**src/rtl/lawqa_pkg.sv**
```systemverilog
// ----------------------------------------------------------------------------
// lawqa_pkg : shared constants for the lookahead window QP adjuster
// Field widths, register map, reset values and QP offset steps.
// ----------------------------------------------------------------------------
package lawqa_pkg;

    localparam int DEPTH_DEFAULT = 16;

    // payload widths
    localparam int CX_W       = 16;
    localparam int QP_W       = 6;
    localparam int AQP_W      = 7;
    localparam int THR_W      = 16;
    localparam int FILL_OUT_W = 5;

    // APB port
    localparam int PADDR_W = 4;
    localparam int PDATA_W = 32;
    localparam int RIDX_W  = 2;

    localparam logic [RIDX_W-1:0] REG_BASE_QP  = 2'd0;
    localparam logic [RIDX_W-1:0] REG_HIGH_THR = 2'd1;
    localparam logic [RIDX_W-1:0] REG_LOW_THR  = 2'd2;

    localparam logic [QP_W-1:0]  BASE_QP_RST  = 6'd26;
    localparam logic [THR_W-1:0] HIGH_THR_RST = 16'd7680;
    localparam logic [THR_W-1:0] LOW_THR_RST  = 16'd1280;

    // offsets applied to base QP
    localparam logic [AQP_W-1:0] QP_CUT_PENALTY = 7'd2;
    localparam logic [AQP_W-1:0] QP_STEP        = 7'd1;

endpackage

```
**src/rtl/lawqa_if.sv**
```systemverilog
// ----------------------------------------------------------------------------
// lawqa_if : valid/ready channels of the lookahead window QP adjuster
// Frame request channel in, QP result channel out.
// ----------------------------------------------------------------------------
interface lawqa_in_if import lawqa_pkg::*; ();
    logic            valid;
    logic            ready;
    logic [CX_W-1:0] complexity;
    logic            scene_cut;

    modport source (output valid, output complexity, output scene_cut, input ready);
    modport sink   (input valid, input complexity, input scene_cut, output ready);
endinterface

interface lawqa_out_if import lawqa_pkg::*; ();
    logic                        valid;
    logic                        ready;
    logic signed [AQP_W-1:0]     adjusted_qp;
    logic                        window_has_cut;
    logic [FILL_OUT_W-1:0]       window_fill;

    modport source (output valid, output adjusted_qp, output window_has_cut,
                    output window_fill, input ready);
    modport sink   (input valid, input adjusted_qp, input window_has_cut,
                    input window_fill, output ready);
endinterface

```
**src/rtl/lawqa_cell.sv**
```systemverilog
// ----------------------------------------------------------------------------
// lawqa_cell : one slot of the frame window shift chain
// Holds one frame's complexity and cut flag; loads from its neighbour on shift.
// ----------------------------------------------------------------------------
module lawqa_cell import lawqa_pkg::*; (
    input  logic            clk,
    input  logic            shift,
    input  logic [CX_W-1:0] cx_in,
    input  logic            cut_in,
    output logic [CX_W-1:0] cx_out,
    output logic            cut_out
);

    logic [CX_W-1:0] cx_reg;
    logic            cut_reg;

    always_ff @(posedge clk)
    begin
        if (shift)
        begin
            cx_reg  <= cx_in;
            cut_reg <= cut_in;
        end
    end

    assign cx_out  = cx_reg;
    assign cut_out = cut_reg;

endmodule

```
**src/rtl/lookahead_window_qp_adjust.sv**
```systemverilog
// ----------------------------------------------------------------------------
// lookahead_window_qp_adjust : sliding-window QP offset from frame complexity
//
//   channel   dir  handshake      payload
//   in_ch     in   valid/ready    complexity[15:0], scene_cut
//   out_ch    out  valid/ready    adjusted_qp[6:0] (signed), window_has_cut,
//                                 window_fill[4:0]
//   apb       in   psel/penable   base_qp, high_threshold, low_threshold
//
// One frame request per cycle while out_ch takes results. The window state
// updates at accept; the threshold products and QP offset are then
// registered into the output stage, which holds while out_ch stalls.
// The window is a chain of DEPTH cells; every accept shifts it by one.
// Reset clears the window sums, fill count and pipeline valids; the cell
// contents are not reset and are only read once the window is full.
// in_ch.ready drops only while the output register holds an untaken result
// and a second result waits behind it.
// ----------------------------------------------------------------------------
module lookahead_window_qp_adjust import lawqa_pkg::*; #(
    parameter int DEPTH = DEPTH_DEFAULT
) (
    input  logic                clk,
    input  logic                rst_n,
    // APB configuration
    input  logic                psel,
    input  logic                penable,
    input  logic                pwrite,
    input  logic [PADDR_W-1:0]  paddr,
    input  logic [PDATA_W-1:0]  pwdata,
    output logic [PDATA_W-1:0]  prdata,
    output logic                pready,
    // streams
    lawqa_in_if.sink            in_ch,
    lawqa_out_if.source         out_ch
);

    localparam int FW = $clog2(DEPTH + 1);   // fill and cut count width
    localparam int SW = CX_W + FW;           // window sum width
    localparam logic [FW-1:0] FULL = FW'(DEPTH);

    // ---------------- configuration registers ----------------
    logic [QP_W-1:0]   base_qp_reg;
    logic [THR_W-1:0]  high_thr_reg;
    logic [THR_W-1:0]  low_thr_reg;
    logic [RIDX_W-1:0] reg_idx;
    logic              cfg_wr;

    assign pready  = 1'b1;
    assign reg_idx = paddr[RIDX_W+1:2];
    assign cfg_wr  = psel && penable && pwrite;

    always_ff @(posedge clk or negedge rst_n)
    begin
        if (!rst_n)
        begin
            base_qp_reg  <= BASE_QP_RST;
            high_thr_reg <= HIGH_THR_RST;
            low_thr_reg  <= LOW_THR_RST;
        end
        else if (cfg_wr)
        begin
            unique case (reg_idx)
                REG_BASE_QP:  base_qp_reg  <= pwdata[QP_W-1:0];
                REG_HIGH_THR: high_thr_reg <= pwdata[THR_W-1:0];
                REG_LOW_THR:  low_thr_reg  <= pwdata[THR_W-1:0];
                default: ;    // unmapped slot, write dropped
            endcase
        end
    end

    always_comb
    begin
        unique case (reg_idx)
            REG_BASE_QP:  prdata = PDATA_W'(base_qp_reg);
            REG_HIGH_THR: prdata = PDATA_W'(high_thr_reg);
            REG_LOW_THR:  prdata = PDATA_W'(low_thr_reg);
            default:      prdata = '0;
        endcase
    end

    // ---------------- handshakes ----------------
    logic s1_valid_reg, s1_valid_next;
    logic out_valid_reg, out_valid_next;
    logic in_acc, out_load;

    assign out_load    = s1_valid_reg && (!out_valid_reg || out_ch.ready);
    assign in_ch.ready = !s1_valid_reg || out_load;
    assign in_acc      = in_ch.valid && in_ch.ready;

    // ---------------- window cell chain ----------------
    // cell 0 takes the new frame; the last cell holds the oldest once full
    logic [CX_W-1:0] cx_chain  [DEPTH];
    logic            cut_chain [DEPTH];
    logic            cut_eff;

    for (genvar i = 0; i < DEPTH; i++)
    begin : g_cell
        if (i == 0)
        begin : g_head
            lawqa_cell u_cell (
                .clk     (clk),
                .shift   (in_acc),
                .cx_in   (in_ch.complexity),
                .cut_in  (cut_eff),
                .cx_out  (cx_chain[i]),
                .cut_out (cut_chain[i])
            );
        end
        else
        begin : g_body
            lawqa_cell u_cell (
                .clk     (clk),
                .shift   (in_acc),
                .cx_in   (cx_chain[i-1]),
                .cut_in  (cut_chain[i-1]),
                .cx_out  (cx_chain[i]),
                .cut_out (cut_chain[i])
            );
        end
    end

    // ---------------- running window totals ----------------
    logic [SW-1:0] sum_reg, sum_next;
    logic [FW-1:0] cut_total_reg, cut_total_next;
    logic [FW-1:0] fill_reg, fill_next;
    logic [FW-1:0] fill_kept;
    logic          full;
    logic [CX_W-1:0] drop_cx;
    logic          drop_cut;

    always_comb
    begin
        full      = (fill_reg == FULL);
        drop_cx   = full ? cx_chain[DEPTH-1] : '0;
        drop_cut  = full && cut_chain[DEPTH-1];
        fill_kept = full ? fill_reg - FW'(1) : fill_reg;
        // a frame entering an empty window never counts as a cut
        cut_eff   = in_ch.scene_cut && (fill_kept != '0);

        sum_next       = sum_reg - SW'(drop_cx) + SW'(in_ch.complexity);
        cut_total_next = cut_total_reg - FW'(drop_cut) + FW'(cut_eff);
        fill_next      = fill_kept + FW'(1);

        s1_valid_next  = in_acc ? 1'b1 : (out_load ? 1'b0 : s1_valid_reg);
        out_valid_next = out_load ? 1'b1 : (out_ch.ready ? 1'b0 : out_valid_reg);
    end

    always_ff @(posedge clk or negedge rst_n)
    begin
        if (!rst_n)
        begin
            sum_reg       <= '0;
            cut_total_reg <= '0;
            fill_reg      <= '0;
            s1_valid_reg  <= 1'b0;
            out_valid_reg <= 1'b0;
        end
        else
        begin
            if (in_acc)
            begin
                sum_reg       <= sum_next;
                cut_total_reg <= cut_total_next;
                fill_reg      <= fill_next;
            end
            s1_valid_reg  <= s1_valid_next;
            out_valid_reg <= out_valid_next;
        end
    end

    // ---------------- QP offset stage ----------------
    // mean tests done as sum vs threshold * fill, no divide
    logic [SW-1:0]         hi_lim, lo_lim;
    logic                  above, below, has_cut;
    logic [AQP_W-1:0]      qp_calc;
    logic [FW+FILL_OUT_W-1:0] fill_ext;

    always_comb
    begin
        hi_lim  = SW'(high_thr_reg) * SW'(fill_reg);
        lo_lim  = SW'(low_thr_reg) * SW'(fill_reg);
        above   = sum_reg > hi_lim;
        below   = sum_reg < lo_lim;
        has_cut = (cut_total_reg != '0);

        qp_calc = AQP_W'(base_qp_reg);
        if (has_cut)
            qp_calc = qp_calc - QP_CUT_PENALTY;
        if (above)
            qp_calc = qp_calc + QP_STEP;
        else if (below)
            qp_calc = qp_calc - QP_STEP;

        fill_ext = {{FILL_OUT_W{1'b0}}, fill_reg};
    end

    logic [AQP_W-1:0]      qp_reg;
    logic                  has_cut_reg;
    logic [FILL_OUT_W-1:0] fill_out_reg;

    always_ff @(posedge clk)
    begin
        if (out_load)
        begin
            qp_reg       <= qp_calc;
            has_cut_reg  <= has_cut;
            fill_out_reg <= fill_ext[FILL_OUT_W-1:0];
        end
    end

    assign out_ch.valid          = out_valid_reg;
    assign out_ch.adjusted_qp    = qp_reg;
    assign out_ch.window_has_cut = has_cut_reg;
    assign out_ch.window_fill    = fill_out_reg;

    // ---------------- assertions ----------------
    a_fill_bound: assert property (@(posedge clk) disable iff (!rst_n)
        fill_reg <= FULL)
        else $error("window fill beyond depth");

    a_cut_bound: assert property (@(posedge clk) disable iff (!rst_n)
        cut_total_reg <= fill_reg)
        else $error("cut count exceeds window fill");

    a_first_no_cut: assert property (@(posedge clk) disable iff (!rst_n)
        (in_acc && fill_reg == '0) |=> (cut_total_reg == '0))
        else $error("cut counted on empty window");

    a_acc_pending: assert property (@(posedge clk) disable iff (!rst_n)
        in_acc |=> s1_valid_reg)
        else $error("accepted request lost before QP stage");

    a_pending_fill: assert property (@(posedge clk) disable iff (!rst_n)
        s1_valid_reg |-> (fill_reg != '0))
        else $error("pending result with empty window");

endmodule
```
**src/flat_wrapper.sv**
```systemverilog
// flat-port wrapper written by rule: the top's interface ports become plain ports
module lookahead_window_qp_adjust_flat import lawqa_pkg::*;
#(
    parameter int DEPTH = DEPTH_DEFAULT
)
  (clk, rst_n, psel, penable, pwrite, paddr, pwdata, prdata, pready, in_ch_valid, in_ch_complexity, in_ch_scene_cut, in_ch_ready, out_ch_valid, out_ch_adjusted_qp, out_ch_window_has_cut, out_ch_window_fill, out_ch_ready);
  lawqa_in_if in_ch_i ();
  lawqa_out_if out_ch_i ();
  input  logic clk;
  input  logic rst_n;
  input  logic psel;
  input  logic penable;
  input  logic pwrite;
  input  logic [PADDR_W-1:0] paddr;
  input  logic [PDATA_W-1:0] pwdata;
  output logic [PDATA_W-1:0] prdata;
  output logic pready;
  input wire logic [$bits(in_ch_i.valid)-1:0] in_ch_valid;
  input wire logic [$bits(in_ch_i.complexity)-1:0] in_ch_complexity;
  input wire logic [$bits(in_ch_i.scene_cut)-1:0] in_ch_scene_cut;
  output wire logic [$bits(in_ch_i.ready)-1:0] in_ch_ready;
  output wire logic [$bits(out_ch_i.valid)-1:0] out_ch_valid;
  output wire logic [$bits(out_ch_i.adjusted_qp)-1:0] out_ch_adjusted_qp;
  output wire logic [$bits(out_ch_i.window_has_cut)-1:0] out_ch_window_has_cut;
  output wire logic [$bits(out_ch_i.window_fill)-1:0] out_ch_window_fill;
  input wire logic [$bits(out_ch_i.ready)-1:0] out_ch_ready;
  assign in_ch_i.valid = in_ch_valid;
  assign in_ch_i.complexity = in_ch_complexity;
  assign in_ch_i.scene_cut = in_ch_scene_cut;
  assign in_ch_ready = in_ch_i.ready;
  assign out_ch_valid = out_ch_i.valid;
  assign out_ch_adjusted_qp = out_ch_i.adjusted_qp;
  assign out_ch_window_has_cut = out_ch_i.window_has_cut;
  assign out_ch_window_fill = out_ch_i.window_fill;
  assign out_ch_i.ready = out_ch_ready;
  lookahead_window_qp_adjust #(.DEPTH(DEPTH)) u_core (.clk(clk), .rst_n(rst_n), .psel(psel), .penable(penable), .pwrite(pwrite), .paddr(paddr), .pwdata(pwdata), .prdata(prdata), .pready(pready), .in_ch(in_ch_i), .out_ch(out_ch_i));
endmodule
```
**config.mk**
```make
export PLATFORM = sky130hd
export DESIGN_NAME = lookahead_window_qp_adjust_flat
export DESIGN_NICKNAME = d
export VERILOG_FILES = /design/src/rtl/lawqa_pkg.sv /design/src/rtl/lawqa_if.sv /design/src/rtl/lawqa_cell.sv /design/src/rtl/lookahead_window_qp_adjust.sv /design/src/flat_wrapper.sv
export SDC_FILE = /design/constraint.sdc
export NUM_CORES = 1
export LEC_CHECK = 0
export BUFFER_PORTS_ARGS = -buffer_cell sky130_fd_sc_hd__buf_2
export CAP_MARGIN = 20
export CORE_UTILIZATION = 60
export DETAILED_ROUTE_END_ITERATION = 10
export HOLD_SLACK_MARGIN = 0.02
export MAX_ROUTING_LAYER = met4
export PLACE_DENSITY = 0.8
export SLEW_MARGIN = 20
export SYNTH_ARGS = -nofsm -noshare
export SYNTH_HDL_FRONTEND = slang
export SYNTH_HIERARCHICAL = 1
export SYNTH_SLANG_ARGS = --single-unit
export TNS_END_PERCENT = 30
```
**constraint.sdc**
```tcl
create_clock -name clk -period 10.75 [get_ports clk]
set_input_delay 2.15 -clock clk [delete_from_list [all_inputs] [get_ports clk]]
set_output_delay 2.15 -clock clk [all_outputs]
set_load 0.02 [all_outputs]
```
-- Yosys cells after proc, flatten, opt, wreduce, memory -nomap -nowiden
Cells that the tools add are included.
- add/sub/neg operators: 9
- shift-type cells: 0
- divide/modulo/power cells: 0
- bitwise gates (word level): 0
- mux-type cells: 10
- multiply operators: 2
- magnitude comparators: 2
- reduce and logical (&&, ||, !) cells: 18
- equality and inequality tests: 3
- operator list (operator ; count):
    $pmux W16 S3 ; 1
    $mul A16 B5 Y21 ; 2
    $add A21 B16 Y21 ; 1
    $gt A21 B21 Y1 ; 1
    $lt A21 B21 Y1 ; 1
    $mux W7 ; 3
    $sub A21 B16 Y21 ; 1
    $mux W16 ; 1
    $reduce_bool A5 Y1 ; 2
    $add A7 B1 Y7 const B ; 1
    $sub A6 B2 Y7 const B ; 1
    $sub A7 B1 Y7 const B ; 1
    $logic_and A1 B1 Y1 ; 6
    $reduce_and A2 Y1 ; 3
    $add A5 B1 Y5 ; 1
    $add A5 B1 Y5 const B ; 1
    $eq A5 B5 Y1 const B ; 1
    $mux W5 ; 1
    $sub A5 B1 Y5 ; 1
    $sub A5 B1 Y5 const B ; 1
    $mux W1 ; 4
    $reduce_bool A2 Y1 ; 2
    $eq A2 B1 Y1 const B ; 1
    $eq A2 B2 Y1 const B ; 1
    other kinds (3) ; 5
- bits in latches: 0
- output and inout port bits: 48
- bits in registers: 356
- bits in read-only memories: 0
- memory bits (writable): 0
- memories kept: 0
- logic and storage cells: 87

-- Longest topological paths before layout
- depth after elaboration: 6
- mapped depth: 27

-- Cells and area by module
The synthesis kept the hierarchy.
- modules (own cells, without submodules) (module ; instances ; area an instance (um^2) ; sequential area each (um^2) ; cells an instance):
    lookahead_window_qp_adjust ; 1 ; 11422.2 ; 2178.3 ; 1289
    lawqa_cell ; 16 ; 510.5 ; 510.5 ; 17

-- Least setup slack after synthesis
Ideal clock, no wire load.
- kind: input -> register
- start: input out_ch_ready
- end: register u_core.cut_total_reg[0]
- arrival: 10.540 ns
- stages: 5
- required time: 10.256 ns
- path buffers: 1
- library setup time: 0.494 ns
- slack: -0.284 ns
- path through: nand3b_1 > nand2_1 > clkinv_1 > clkbuf_1 > o21ai_0
- word-level cells in the longest chain between the ends: 4
- RTL lines (element ; line ; RTL):
    start: declaration ; flat_wrapper.sv:26 ; input wire logic [$bits(out_ch_i.ready)-1:0] out_ch_ready;
    $logic_or A1 B1 Y1 ; lookahead_window_qp_adjust.sv:86 ; assign out_load = s1_valid_reg && (!out_valid_reg || out_ch.ready);
    $logic_and A1 B1 Y1 ; lookahead_window_qp_adjust.sv:86 ;
    $logic_or A1 B1 Y1 ; lookahead_window_qp_adjust.sv:87 ; assign in_ch.ready = !s1_valid_reg || out_load;
    $logic_and A1 B1 Y1 ; lookahead_window_qp_adjust.sv:88 ; assign in_acc = in_ch.valid && in_ch.ready;
    via u_core.in_acc ; lookahead_window_qp_adjust.sv:84 ; logic in_acc, out_load;
    end signal: assignment ; lookahead_window_qp_adjust.sv:163 ; cut_total_reg <= cut_total_next;
    end: declaration ; lookahead_window_qp_adjust.sv:124 ; logic [FW-1:0] cut_total_reg, cut_total_next;
The timed path passes the listed nets, and every way through them passes these cells.
A chain may end at the register's enable or synchronous reset.

-- Worst setup path in the final report
- start: register u_core.fill_reg[4]
- end: register u_core.qp_reg[6], in the netlist u_core/out_ch.adjusted_qp[6] (data pin)
- word-level cells in the longest chain between the ends: 4
- elaborated cells on any way between the ends: 6
- classes of those cells: 2 x mul; 2 x order compare; 2 x mux
- RTL lines (element ; line ; RTL):
    start: declaration ; lookahead_window_qp_adjust.sv:125 ; logic [FW-1:0] fill_reg, fill_next;
    start signal: assignment ; lookahead_window_qp_adjust.sv:164 ; fill_reg <= fill_next;
    $mul A16 B5 Y21 ; lookahead_window_qp_adjust.sv:181 ; lo_lim = SW'(low_thr_reg) * SW'(fill_reg);
    $lt A21 B21 Y1 ; lookahead_window_qp_adjust.sv:183 ; below = sum_reg < lo_lim;
    $mux W7 ; lookahead_window_qp_adjust.sv:191 ; else if (below)
    $mux W7 * ; lookahead_window_qp_adjust.sv:189 ; if (above)
    via u_core.qp_calc[6] ; lookahead_window_qp_adjust.sv:175 ; logic [AQP_W-1:0] qp_calc;
    end signal: assignment ; lookahead_window_qp_adjust.sv:205 ; qp_reg <= qp_calc;
    end: declaration ; lookahead_window_qp_adjust.sv:197 ; logic [AQP_W-1:0] qp_reg;
The timed path passes the listed nets; every way through them passes the cells marked *.

==> impl_metrics.py <==
metrics = {
    "timing": {
        "period_minus_slack_ps": 7090,
        "fmax_mhz": 141,
        "rsz0062_at_grt": "false",
        "drv_slew": 0,
        "finalSetupViolations": 0,
        "fin_setup_tns_ps": 0,
        "worst_clock_skew_ps": 19.3,
        "min_period_over_period_pct": 66.0,
        "setup_slack_ps": 3660,
        "fin_hold_ws_ps": 414,
        "relSlewSlack_pct": 27.6,
        "hold_violations": 0,
        "tightest_slew_ps": 1090,
    },
    "synthesis": {
        "yosys_register_bits": 356,
        "yosysUniqueCellTypes": 68,
        "synth_common_cells": "edfxtp_1 (285), inv_1 (219), and2_1 (137), ha_1 (130), nand2_1 (111)",
        "yosysTopAreaCellShare_pct": 43.7,
        "synthArstFlopShare_pct": 19.9,
        "ys.flop_type": "edfxtp_1",
        "synth_edf_count": 285,
        "yosysSeqAreaShare_pct": 52.8,
        "yosysTopAreaCell": "edfxtp_1",
        "synth.most_common_cell": "edfxtp_1",
        "netlist_instances": 1561,
        "synth.cell_area_sq_um": 19600,
        "ys_warn_count": 6,
        "syn_avg_cell_area_sq_um": 12.5,
        "yosys-top-cells-area": "edfxtp_1 (44%), fa_1 (10%), ha_1 (8.3%), dfrtp_1 (7.9%), and2_1 (4.4%)",
    },
    "global_routing": {
        "grt_pass1_wl_um": 57100,
        "overflow": 0,
        "antenna_found_initial": 0,
        "grt_usage_pct": 22.4,
        "grt_pass1_vias": 11509,
        "grt_max_degree": 104,
    },
    "floorplan": {
        "coreArea_sq_um": 31800,
        "num_rows": 65,
        "io_pins": 108,
        "die_h_um": 183,
        "start_util_pct": 61.6,
        "die_w_um": 183,
        "die-area_sq_um": 33400,
    },
    "finish": {
        "final_nets": 1938,
        "syn2layout_area_growth_pct": 10.0,
        "largest_reg_flops": 240,
        "antennaDiodeCount": 0,
        "finish.utilization_pct": 67.8,
        "drive_gt1_share_pct": 11.9,
    },
    "detailed_routing": {
        "via_count": 11577,
        "wirelength_um": 34700,
        "drc": 0,
        "final_antenna_net_count": 0,
        "vias_per_cell": 5.49,
        "wl_per_cell_um": 16.5,
        "drt_first_pass_iters": 5,
        "dr.first_iter.drc_count": 558,
    },
    "worst_setup_path": {
        "worstSetupPathType": "register to register",
        "crit_path_start_kind": "register",
        "critPathCaptureType": "register",
        "crit_fanout": 38,
        "required_ps": 11040,
        "cp.arrival_ps": 7380,
    },
    "cts": {
        "cts.htree.levels": 2,
        "cts.repair.resized": 0,
        "cts_hold_buf": 0,
        "cts_buffers": 37,
        "cts.clk_slew.worst_paths_ps": 60,
        "clock_path_buffers": 3,
        "clk_latency_ps": 540,
        "root_buffer": "clkbuf_16",
        "post_cts_buffers": 0,
        "cts_tree": "built",
        "cts_sinks": 356,
    },
    "power": {
        "combPwrFrac_pct": 53.6,
        "ir_drop_uv": 200,
        "seqPwrFrac_pct": 28.1,
        "p_leak_uw": 0.00932,
        "p_int_uw": 3970,
        "power.net_switching_uw": 2750,
        "powerDensity_nw_per_um2": 312,
        "p_sw_share_pct": 40.9,
        "power_frac_clock_pct": 18.3,
    },
    "place": {
        "io_buffers": 72,
        "place.gp.congestion": 0.885,
        "dp_hpwl_um": 24200,
        "post-place-ws_ps": 3760,
    },
    "run": {
        "maxCapViolations": 0,
    },
    "outcome": {
        "run_status": "finished, final reports clean",
    },
    "hold_path": {
        "hold_path.class": "register to register",
    },
}
-- cell type report --
class                      instances  area, sq um
clock buffer                      47          963
timing repair buffer              83          447
clock inverter                    17          195
sequential                       356        10300
inverter                         220          833
tap                              435          544
fill                            2237        10200
multi-input combinational        949         8230
-- power by group through the flow --
| stage | clock (uW) | combinational, uW | sequential [uW] |
|---|---|---|---|
| 3_5_place_dp | 0 | 3580 | 1910 |
| 5_1_grt | 1310 | 4120 | 1910 |
| 4_1_cts | 1260 | 3620 | 1890 |
| 6_report | 1230 | 3600 | 1890 |
| 2_1_floorplan | 0 | 2840 | 1860 |
| 3_3_place_gp | 0 | 3430 | 1910 |
-- critical path, cell delays in order, from the launching register on --
cell       delay (ps)
dfrtp_1           330
buf_4             350
nand2_1           140
fa_1              540
fa_1              540
fa_1              550
inv_1              40
ha_1              320
nor2b_1           140
o21ai_1           150
a21boi_1          110
o311a_1           330
o211ai_1          250
a21oi_1           160
o31a_1            370
xnor2_1           240
ha_1              300
a21o_1            180
a21o_1            170
a21oi_1           160
o21ai_1           220
o21ai_0           620
o2111ai_2         210
o32ai_2           320
xnor2_1           100
-- cell families (layout without fill, tap and decap cells) --
kind of cell	after synthesis	in the layout	synth area share [%]
multiplexers	44	44	2.48
AND/OR/NAND/NOR	378	378	10.1
AO/OA/AOI/OAI	218	218	7.69
flip-flops	356	356	52.8
other	2	17	0.0383
adder cells (fa/ha/maj)	231	231	18.6
XOR/XNOR	61	61	2.73
buffers and inverters	271	367	5.52
-- cell usage in the layout, fill, tap and decap left out, drive strengths merged, types with 4 or more instances in the layout --
master | Yosys | routed
o21bai | 7 | 7
mux2 | 36 | 36
clkbuf | 34 | 47
nor2 | 32 | 32
edfxtp | 285 | 285
o41ai | 4 | 4
fa | 101 | 101
mux2i | 8 | 8
and2 | 137 | 137
dfrtp | 62 | 62
and3 | 5 | 5
inv | 219 | 225
ha | 130 | 130
xnor2 | 33 | 33
clkinv | 1 | 7
o21ai | 63 | 63
xor2 | 28 | 28
o21a | 8 | 8
a31oi | 5 | 5
nand4 | 7 | 7
nand3 | 20 | 20
o211ai | 8 | 8
nand2 | 111 | 111
nand2b | 13 | 13
nor2b | 10 | 10
o31ai | 4 | 4
conb | 2 | 17
a22o | 10 | 10
dfstp | 9 | 9
a21oi | 43 | 43
or3 | 8 | 8
a211oi | 7 | 7
nor3 | 20 | 20
a21o | 34 | 34
buf | 17 | 83
-- stage by stage --
stage | instance area (sq um) | cells | power [uW]
final | 21600 | 2107 | 6720
after global routing | 21600 | 2107 | 7340
after CTS | 21500 | 2107 | 6770
after detailed placement | 20400 | 2043 | 5500
after global placement | 20400 | 2043 | 5330
after floorplan | 19600 | 1576 | 4710
-- layer usage --
metal / wire length (um) / track usage, % / vias to the layer above
met4: 809 / 6.55 / 0
met5: 0 / - / -
met1: 16000 / 30.8 / 5770
met2: 16300 / 34.7 / 268
li1: - / - / 5477
met3: 1600 / 3.39 / 62
-- worst paths after layout --
| kind | from | endpoint | slack, ps | cells past startpoint |
|---|---|---|---|---|
| max in group asynchronous | rst_n | u_core/sum_reg[15] | 8300 | 2 |
| worst min register to register | u_core/g_cell[9].g_body.u_cell/cut_out | u_core/g_cell[10].g_body.u_cell/cut_out | 410 | 0 |
| worst max-delay path | u_core/fill_reg[4] | u_core/out_ch.adjusted_qp[6] | 3660 | 24 |
| worst min-delay path | u_core/g_cell[9].g_body.u_cell/cut_out | u_core/g_cell[10].g_body.u_cell/cut_out | 410 | 0 |
| worst max register to register | u_core/fill_reg[4] | u_core/out_ch.adjusted_qp[6] | 3660 | 24 |
| min in group asynchronous | rst_n | u_core/base_qp_reg[5] | 1830 | 2 |
Power figures use the tool's default switching activity.
